[src/hdl/obm_pkg.sv]
// ----------------------------------------------------------------------------
// obm_pkg: shared types and constants for the order book matcher
// Request and result payloads, function and result codes, book entry type.
// ----------------------------------------------------------------------------
package obm_pkg;

  localparam int SIDE_DEPTH_DEF = 16;

  typedef enum logic [1:0] {
    FN_SUBMIT = 2'd0,
    FN_QUERY  = 2'd1,
    FN_CANCEL = 2'd2,
    FN_NONE   = 2'd3
  } func_t;

  typedef enum logic [2:0] {
    K_ID     = 3'd0,
    K_DEAL   = 3'd1,
    K_LBUY   = 3'd2,
    K_LSELL  = 3'd3,
    K_CANCEL = 3'd4,
    K_NOTFND = 3'd5,
    K_FULL   = 3'd6
  } kind_t;

  typedef struct packed {
    logic [1:0]  func;
    logic [13:0] stock_code;
    logic [15:0] limit_price;
    logic [15:0] order_qty;
    logic        is_sell;
    logic [15:0] cancel_id;
  } req_t;

  typedef struct packed {
    logic [2:0]  kind;
    logic [15:0] order_id;
    logic [15:0] other_id;
    logic [13:0] code_out;
    logic [16:0] price_twice;
    logic [15:0] qty_out;
    logic        side_out;
    logic        last;
  } res_t;

  typedef struct packed {
    logic [15:0] id;
    logic [13:0] code;
    logic [15:0] price;
    logic [15:0] qty;
  } slot_t;

  typedef enum logic [3:0] {
    S_IDLE,
    S_IDOUT,
    S_MATCH,
    S_FULL,
    S_INS,
    S_QBUY,
    S_QSELL,
    S_CBUY,
    S_CSELL,
    S_CNF
  } st_t;

endpackage

[src/hdl/obm_front.sv]
// ----------------------------------------------------------------------------
// obm_front: request intake
// Two-entry queue that takes requests, drops unused function codes.
// ----------------------------------------------------------------------------
module obm_front import obm_pkg::*; (
  input  logic clk,
  input  logic rst,
  input  logic in_valid,
  output logic in_ready,
  input  req_t in_req,
  output logic q_valid,
  input  logic q_ready,
  output req_t q_req
);

  req_t       mem [2];
  logic       wp, rp;
  logic [1:0] cnt;
  logic       push, pop;

  assign in_ready = (cnt != 2'd2);
  // unused function code is swallowed here
  assign push     = in_valid && in_ready && (in_req.func != FN_NONE);
  assign q_valid  = (cnt != 2'd0);
  assign q_req    = mem[rp];
  assign pop      = q_valid && q_ready;

  always_ff @(posedge clk) begin
    if (push) mem[wp] <= in_req;
    if (rst) begin
      wp <= 1'b0; rp <= 1'b0; cnt <= 2'd0;
    end else begin
      if (push) wp <= ~wp;
      if (pop) rp <= ~rp;
      cnt <= cnt + {1'b0, push} - {1'b0, pop};
    end
  end

endmodule

[config.mk]
export PLATFORM = sky130hd
export DESIGN_NAME = obm_front
export DESIGN_NICKNAME = d
export VERILOG_FILES = /design/src/hdl/obm_pkg.sv /design/src/hdl/obm_front.sv
export SDC_FILE = /design/constraint.sdc
export NUM_CORES = 1
export LEC_CHECK = 0
export ABC_AREA = 1
export BUFFER_PORTS_ARGS = -buffer_cell sky130_fd_sc_hd__buf_2
export CAP_MARGIN = 20
export CORE_ASPECT_RATIO = 1.5
export CORE_UTILIZATION = 43
export DETAILED_ROUTE_END_ITERATION = 8
export GPL_TIMING_DRIVEN = 0
export PLACE_DENSITY = 0.72
export SETUP_SLACK_MARGIN = 0.5
export SYNTH_ARGS = -nofsm -noshare
export SYNTH_HDL_FRONTEND = slang
export SYNTH_SLANG_ARGS = --single-unit
[constraint.sdc]
create_clock -name clk -period 6.63 [get_ports clk]
set_input_delay 0.3315 -clock clk [delete_from_list [all_inputs] [get_ports clk]]
set_output_delay 0.3315 -clock clk [all_outputs]
set_load 0.02 [all_outputs]
# == Word-level counts from Yosys, hierarchy flattened ==
# Memories as Yosys holds them, arrays and structs flattened. A register that Yosys moved wholly into a read port is not among the register bits.
# Index checks and enable logic that the tools add are counted.
# totals
mem_count,1
mem_bits_ro,0
out_inout_bits,67
regBits,4
ram_bits,130
latchBits,0
elab_cells,18
# memory_table
memory,words,width,read_ports,rd_clocked_by_memory_dff,wr,line,source
mem,2,65,1,1,1,obm_front.sv:16,req_t mem [2];
# op_classes
shifts,0
div,0
bitwise_logic,2
n_lt_le_gt_ge,0
multipliers,0
n_reduce_logical,4
n_eq_ne,2
add_sub_neg,2
mux,4
# op_table
cell,count
$mux 1,4
$ne 2x2->1 const B,2
$logic_and 1x1->1,3
$add 2x1->2,1
$not 1->1,2
$reduce_bool 2->1,1
$sub 2x1->2,1

# == Depth between registers and ports, before layout ==
# Gate-level depths: netlist of the first run.
# logic_depth
ltp_word,5
mapped_depth,11
depth_no_buf,11

# == Worst setup path after synthesis of the first run ==
# OpenSTA, ideal clock, no wires.
# synth_path
path_kind,reg-to-reg
start,register cnt[0]
end,memory mem[0][0] (netlist bit) (enable)
path_slack_ps,2676
arrival_ps,3465
stages_incl_launch_ff,5
setup_ps,489
synth_period_minus_slack_ps,3954
cell_sequence,dfxtp_1 inv_1 nand2_1 nand3_1 nor2_1
# synth_between
elab_chain_cells,5
# synth_rtl
item,line,source
from (decl),obm_front.sv:18,logic [1:0] cnt;
from (signal assigned),obm_front.sv:35,"cnt <= cnt + {1'b0, push} - {1'b0, pop};"
$ne 2x2->1,obm_front.sv:21,assign in_ready = (cnt != 2'd2);
named net in_ready,obm_front.sv:9,"output logic in_ready,"
$logic_and 1x1->1 (2 in series),obm_front.sv:23,assign push = in_valid && in_ready && (in_req.func != FN_NONE);
$mux 1,obm_front.sv:29,if (push) mem[wp] <= in_req;
$mux 1 (implied by the code),obm_front.sv:29,
to (decl),obm_front.sv:16,
# The timed path passes the listed nets, and every way through them passes these cells.

==> results.md, run 1 <==
- Critical path buffer and inverter count: 3
- Fraction of the cycle the final worst path needs: 0.289
- Final wirelength: 8880 um
- DR vias/cell: 4.74
- Pre-antenna DRT Iters: 4
- Final hold vios: 0
- IO Port Bufs: 135
- Fmax: 522 MHz
- Mapped Area: 0.00515 mm2
- Arrival time worst endpoint: 1580 ps
- Status: finished, final reports clean
- CTS Buf Count: 17
- RSZ-0062 raised after global routing: no
- IO Pins: 136
- Critical path endpoint category: primary output
- Crit path max-delay cell type: dfxtp_1
- Htree depth: 4
- Layout Skew: 4.84 ps
- Yosys warns: 0
- Routed Antenna Nets: 0
- Cells after synthesis: 241
- Post-Syn Nets: 312
- Placer congestion estimate: 0.728
- Worst-Skew Late Latency: 400 ps
- Slew headroom: 0.580
- Max incr delay on CP: 340 ps
- Fraction of the yosys area taken by sequential cells: 0.777
- Critical Path Fanout Max: 10
- Die Wd: 91.4 um
- Final setup vio count: 0
- First-pass GRT wire length: 13700 um
- Clock Tree Buf Depth: 2
- Grt ovf: 0
- Hpwl dp: 6180 um
- Mean post-synth cell area: 21.4 um2
- Max Slew Vio Count: 0
- Top delay family on crit path: buffers and inverters
- Cell Pwr Density: 391 mW/mm2
- Average routed wire per standard cell: 15.9 um
- DRC viols: 0
- # Max-Cap Violations: 0
- Post-CTS resize count: 0
- Clock sinks: 135
- Chip height: 136 um
- Final net count: 469
- Final hold slack: 111 ps
- Place WS: 4730 ps
- Number of DRC markers in iteration 0: 76
- Layout cells sized above 1: 0.580
- Worst setup margin: 4710 ps
- Via count: 2654
- Worst-path cell chain: buf_6 > buf_6 > mux2_4 > buf_2
- Synth Register Bits: 135
- CTS tree: built
- Initial antenna violation count: 0
- Most common cell after layout, fill and taps aside: buf_2
- Area grow syn2layout: 28.8%
- Most frequent cells in the layout: 136 x buf_2, 130 x edfxtp_1, 50 x mux2_4, 17 x clkbuf_16, 15 x mux2_2
- Hold_buf cts: 0
- Peak supply drop: 0.000219 V
- CTS Root Cell: clkbuf_16
- Vias in the first global route: 2930
- HP Class: primary input to flop
- Overall routing resource usage: 0.151
- Startpoint Class: flop
- Lkg Pwr: 2.63 nW
- Core ar.: 0.0116 mm2
- Top cell by count, worst path: buf_6
- WP data required: 6300 ps
- Post-CTS setup buffer count: 0
- Period minus WS final: 1920 ps
- Ant diodes: 0
- Largest net degree at the start of global routing: 40
- Initial Utilization: 0.445
- # rows: 48
- Worst-margin pin slew: 629 ps
- Die ar.: 0.0124 mm2
- Reg clk slew, reported paths: 50 ps
- Distinct cells, synth: 14
- Final setup TNS: 0 ps
- Setup CP Type: flop to primary output
- Final Power: 2.60 mW
## per-stage QoR
step | instance area [um2] | util | instances
floorplan | 5150 | - | 241
global placement | 6020 | 0.519 | 526
detailed placement | 6090 | 0.525 | 529
CTS | 6640 | 0.573 | 560
global route | 6640 | 0.573 | 560
finish | 6640 | 0.573 | 560
## sequential cells by signal (all words and copies together) (netlist names), named ones only
signal,count
cnt,2
mem,130
rp,1
wp,1
## cells by family after synthesis
| kind of cell | Yosys count | share of synthesized area |
|---|---|---|
| adders and majority gates | 2 | 0.00486 |
| muxes | 65 | 0.178 |
| DFF | 135 | 0.777 |
| buffers and inverters | 17 | 0.0214 |
| and+or+nand+nor | 20 | 0.0158 |
| AOI/OAI and AO/OA | 2 | 0.00243 |
## report_power, final
| group | switching (mW) | internal [mW] | total [mW] | leakage [nW] |
|---|---|---|---|---|
| Sequential | 0.0254 | 1.05 | 1.07 | 1.24 |
| Clock | 0.313 | 0.548 | 0.862 | 0.264 |
| Combinational | 0.365 | 0.298 | 0.663 | 1.12 |
| Total | 0.704 | 1.89 | 2.60 | 2.63 |
## worst register-to-register path: stages, from the launching register on
cell	delay (ps)
dfxtp_1	350
inv_1	60
nand2_1	100
nand3_1	180
nor2_4	540
buf_12	280
## synth_stat cells
master	count	share of area
nor2_1	7	0.0051
o21a_1	1	0.0015
buf_2	1	0.00097
ha_1	2	0.0049
nand4_1	1	0.0012
nand2_1	9	0.0066
a21oi_1	1	0.00097
edfxtp_1	130	0.76
dfxtp_1	5	0.019
nand3_1	3	0.0029
buf_6	6	0.013
inv_1	10	0.0073
mux2_4	50	0.15
mux2_2	15	0.033
## worst paths after layout
check                           cells past startpoint   start  slack, ps         end
worst max-delay path                                4    flop       4710   q_req[37]
worst min-delay path                                2     rst        110      cnt[0]
worst max register to register                      5  cnt[0]       4800  mem[0][40]
worst min register to register                      2      rp        500          rp
## layout make-up
cell class / instances / area (um2)
flip-flops and latches: 135 / 4000
well taps: 150 / 188
multi-input cells: 89 / 1050
plain buffers: 7 / 72.6
inverters: 10 / 37.5
clock inverters: 9 / 104
fillers: 896 / 4950
clock buffers: 22 / 444
repair buffers: 138 / 743
## metal layers
| metal | track usage | part of all wire | up-vias |
|---|---|---|---|
| met5 | 0 | 0 | - |
| met4 | 0.0750 | 0.019 | 0 |
| met3 | 0.0526 | 0.044 | 13 |
| met2 | 0.288 | 0.58 | 82 |
| met1 | 0.140 | 0.35 | 1312 |
| li1 | - | - | 1247 |
Power figures use the tool's default switching activity.
==> run 2, diff against run 1 <==
--- a/config.mk
+++ b/config.mk
@@ -12,7 +12,7 @@
 export CORE_UTILIZATION = 43
 export DETAILED_ROUTE_END_ITERATION = 8
 export GPL_TIMING_DRIVEN = 0
-export PLACE_DENSITY = 0.72
+export PLACE_DENSITY = 0.75
 export SETUP_SLACK_MARGIN = 0.5
 export SYNTH_ARGS = -nofsm -noshare
 export SYNTH_HDL_FRONTEND = slang
==> constraint.sdc (replaced) <==
create_clock -name clk -period 1.7 [get_ports clk]
set_input_delay 0.085 -clock clk [delete_from_list [all_inputs] [get_ports clk]]
set_output_delay 0.085 -clock clk [all_outputs]
set_load 0.02 [all_outputs]
==> results.md, run 2 (synthesized netlist as in run 1, its figures left out) <==
- Status: finished, final reports clean
- Hpwl dp: 6210 um
- Final Power: 12.4 mW
- Number of DRC markers in iteration 0: 90
- Worst-margin pin slew: 203 ps
- Largest net degree at the start of global routing: 25
- Area grow syn2layout: 66.3%
- Vias in the first global route: 3571
- Most frequent cells in the layout: 130 x edfxtp_1, 118 x buf_2, 67 x dlygate4sd3_1, 55 x mux2_4, 34 x buf_6
- Storage element area: 0.00401 mm2
- Arrival time worst endpoint: 1580 ps
- Cell Pwr Density: 1440 mW/mm2
- Layout Skew: 11.4 ps
- Chip height: 136 um
- Layout cells sized above 1: 0.585
- Overall routing resource usage: 0.204
- Fraction of the cycle the final worst path needs: 0.978
- WP data required: 1620 ps
- Final wirelength: 13000 um
- Die Wd: 91.4 um
- # Max-Cap Violations: 0
- Clock Tree Buf Depth: 2
- Largest registers: mem x130, cnt x2
- Critical path endpoint category: primary output
- DRC viols: 0
- Worst-Skew Late Latency: 410 ps
- Critical Path Fanout Max: 4
- Lkg Pwr: 3.44 nW
- Most common cell after layout, fill and taps aside: edfxtp_1
- Grt ovf: 0
- IO Port Bufs: 135
- Ant diodes: 0
- CTS Buf Count: 17
- Placed Instances: 529
- Startpoint Class: flop
- DR vias/cell: 4.74
- Final hold slack: 196 ps
- First-pass GRT wire length: 18200 um
- Period minus WS final: 1660 ps
- Clock sinks: 135
- Via count: 3217
- CTS Root Cell: clkbuf_16
- Slew headroom: 0.864
- IO Pins: 136
- Worst setup margin: 37.4 ps
- Initial antenna violation count: 0
- Filler cells: 674
- Initial Utilization: 0.445
- Area occupied by multi-input gates: 0.00113 mm2
- Peak supply drop: 0.00116 V
- Htree depth: 4
- Placer congestion estimate: 0.671
- Setup CP Type: flop to primary output
- Core ar.: 0.0116 mm2
- # rows: 48
- Pre-antenna DRT Iters: 4
- Average routed wire per standard cell: 19.1 um
- Final setup vio count: 0
- Place WS: -235 ps
- Top reg by flops: mem
- Final setup TNS: 0 ps
- Reg clk slew, reported paths: 60 ps
- Final net count: 586
- Max reg flops: 130
- CTS tree: built
- Layout Cells excl Fill: 678
- Max Slew Vio Count: 0
- Routed Antenna Nets: 0
- Fmax: 601 MHz
- Die ar.: 0.0124 mm2
- RSZ-0062 raised after global routing: yes
- HP Class: primary input to flop
- Final hold vios: 0
[run 2: per-stage QoR]
stage          area, um2  utilization
6_report            8570        0.739
2_1_floorplan       5190            -
5_1_grt             8570        0.739
3_5_place_dp        6110        0.527
3_3_place_gp        6050        0.522
4_1_cts             8290        0.715
[run 2: worst paths after layout]
path	to	depth (start not counted)	start	slack [ps]
setup / recovery	q_req[1]	5	flop	40
hold / removal	rp	4	q_ready	200
setup reg to reg	cnt[1]	10	cnt[0]	120
hold reg to reg	rp	2	rp	580
[run 2: final cells by class]
| class | count | share of cell area |
|---|---|---|
| Timing Repair inverter | 1 | 0.000876 |
| Clock inverter | 15 | 0.0289 |
| Buffer | 7 | 0.0158 |
| Clock buffer | 17 | 0.0496 |
| Tap cell | 150 | 0.0219 |
| Sequential cell | 135 | 0.468 |
| Inverter | 10 | 0.00511 |
| Timing Repair Buffer | 254 | 0.278 |
| Multi-Input combinational cell | 89 | 0.131 |
[run 2: worst max-delay path, cell delays in order, from the launching register on]
cell     delay, ps
dfxtp_4        360
buf_6          130
buf_16         130
buf_6          110
mux2_4         300
buf_6          130
[run 2: where the power goes]
group,internal [mW],switching (mW),leakage [nW],total (mW)
clock network,2.76,1.37,0.322,4.13
registers,4.09,0.141,1.25,4.23
logic,2.17,1.83,1.88,4.00
total,9.02,3.35,3.44,12.4
[run 2: what timing repair did]
action,in CTS,in global routing
cloned,13,5
hold buffers,67,0
pin swaps,9,4
gates resized for setup,82,27
setup endpoints to repair,197,199
buffers inserted,25,7
endpoints found under the hold margin,135,0
[run 2: metal layers]
metal / global-route usage / part of all wire / vias to the layer above
met2: 0.401 / 0.58 / 131
met4: 0.110 / 0.037 / 0
met1: 0.192 / 0.34 / 1559
met5: 0 / 0 / -
met3: 0.0470 / 0.042 / 33
li1: - / - / 1494
==> run 3, diff against run 2 <==
--- a/config.mk
+++ b/config.mk
@@ -13,7 +13,7 @@
 export DETAILED_ROUTE_END_ITERATION = 8
 export GPL_TIMING_DRIVEN = 0
 export PLACE_DENSITY = 0.75
-export SETUP_SLACK_MARGIN = 0.5
+export REMOVE_ABC_BUFFERS = 1
 export SYNTH_ARGS = -nofsm -noshare
 export SYNTH_HDL_FRONTEND = slang
 export SYNTH_SLANG_ARGS = --single-unit
==> results.md, run 3 (synthesized netlist as in run 1, its figures left out) <==
- Status: finished, final reports clean
- DR vias/cell: 4.73
- Arrival time worst endpoint: 1580 ps
- Htree depth: 4
- Cell Pwr Density: 1450 mW/mm2
- Util after Layout: 0.643
- Largest registers: mem x130, cnt x2
- Top reg by flops: mem
- Filler cells: 805
- Peak supply drop: 0.000831 V
- Final net count: 535
- IO Pins: 136
- Clock sinks: 135
- Layout cells sized above 1: 0.509
- Layout Skew: 4.86 ps
- Final hold vios: 0
- WP data required: 1620 ps
- Chip height: 136 um
- Most common cell after layout, fill and taps aside: buf_2
- Placer congestion estimate: 0.712
- Reg clk slew, reported paths: 50 ps
- Average routed wire per standard cell: 16.4 um
- Lkg Pwr: 2.96 nW
- Max Slew Vio Count: 0
- Clock Tree Buf Depth: 2
- R2R setup slack: 100 ps
- Die Wd: 91.4 um
- Pre-antenna DRT Iters: 4
- Final Power: 10.8 mW
- # rows: 48
- Max reg flops: 130
- Most frequent cells in the layout: 132 x buf_2, 130 x edfxtp_1, 66 x dlygate4sd3_1, 50 x mux2_4, 18 x clkbuf_16
- Final wirelength: 10300 um
- R2r endpoint: cnt[1]
- IO Port Bufs: 135
- Via count: 2965
- Routed Antenna Nets: 0
- Core ar.: 0.0116 mm2
- CTS tree: built
- CTS Root Cell: clkbuf_16
- First-pass GRT wire length: 15200 um
- Overall routing resource usage: 0.169
- Fraction of the cycle the final worst path needs: 0.977
- Final setup vio count: 0
- Cells on worst reg2reg path: 10
- Initial Utilization: 0.445
- DRC viols: 0
- Hold depth: 4
- Ant diodes: 0
- Grt ovf: 0
- Vias in the first global route: 3204
- Largest net degree at the start of global routing: 39
- Slew headroom: 0.773
- Critical path endpoint category: primary output
- Setup CP Type: flop to primary output
- Initial antenna violation count: 0
- Startpoint Class: flop
- Period minus WS final: 1660 ps
- Critical Path Fanout Max: 22
- Worst r2r src: cnt[0]
- Worst-Skew Late Latency: 400 ps
- Area grow syn2layout: 44.6%
- Fmax: 602 MHz
- Die ar.: 0.0124 mm2
- HP Start: q_ready
- Number of DRC markers in iteration 0: 61
- RSZ-0062 raised after global routing: yes
- # Max-Cap Violations: 0
- CTS Buf Count: 17
- Hpwl dp: 6230 um
- Worst-margin pin slew: 340 ps
- HP Class: primary input to flop
==> run 3: changes by cell type in the layout (fill, tap and decap cells not counted), moves of 3 or more <==
cell       change
inv_1          +4
buf_8          -5
clkbuf_16      -3
nand2_1        +3
buf_12        -15
mux2_2         +5
buf_2         +14
mux2_4         -5
buf_6         -33
inv_2          -3
buf_16         -9
==> run 3: metal layers <==
layer / vias to the layer above / GRT usage / wire length [um]
met4: 0 / 0.0829 / 228
met5: - / 0 / 0
met3: 19 / 0.0587 / 355
li1: 1380 / - / -
met2: 96 / 0.325 / 6120
met1: 1470 / 0.154 / 3570
==> run 3: timing repair <==
action,in CTS,in global routing
hold buffers,66,0
endpoints found under the hold margin,134,0
gates resized for setup,3,10
pin swaps,1,0
setup endpoints to repair,133,82
gates cloned,1,1
buffers inserted,5,0
==> run 3: how the worst max path moves through the flow <==
stage	start	slack [ps]	to	cells after the start
after floorplan	cnt[0]	-2250	mem[0][0]	4
after global placement	cnt[0]	-3510	mem[0][27]	4
after detailed placement	cnt[0]	-340	mem[0][0]	6
after CTS	cnt[0]	7	mem[1][11]	5
after global routing	flop	-20	q_req[5]	3
final	flop	40	q_req[5]	3
==> run 3: critical path: stages (launching register included) <==
cell and delay [ps]:
dfxtp_4 430, buf_16 210, mux2_2 360, buf_4 160
==> run 3: power by group <==
| part | internal (mW) | switching [mW] |
|---|---|---|
| clock | 2.44 | 1.28 |
| combinational | 1.37 | 1.50 |
| sequential | 4.08 | 0.132 |
| total | 7.88 | 2.91 |
==> run 3: metrics by stage <==
stage,hold WS [ps],setup slack (ps),area [um2],TNS (ps),cells
after floorplan,156,-2250,5080,-272670,234
after global placement,255,-3510,5940,-447380,519
after detailed placement,276,-345,6050,-17010,523
after CTS,33.6,6.61,7400,0,627
after global routing,41.2,-21.3,7450,-56.9,627
final,65.8,39.6,7450,0,627
==> run 3: layout make-up <==
| class | instances | area (um2) | area share |
|---|---|---|---|
| inverter | 10 | 63.8 | 0.00857 |
| sequential | 135 | 4010 | 0.538 |
| timing repair buffer | 211 | 1530 | 0.205 |
| clock inverter | 14 | 181 | 0.0244 |
| tap | 150 | 188 | 0.0252 |
| multi-input combinational | 89 | 1050 | 0.141 |
| clock buffer | 18 | 429 | 0.0576 |
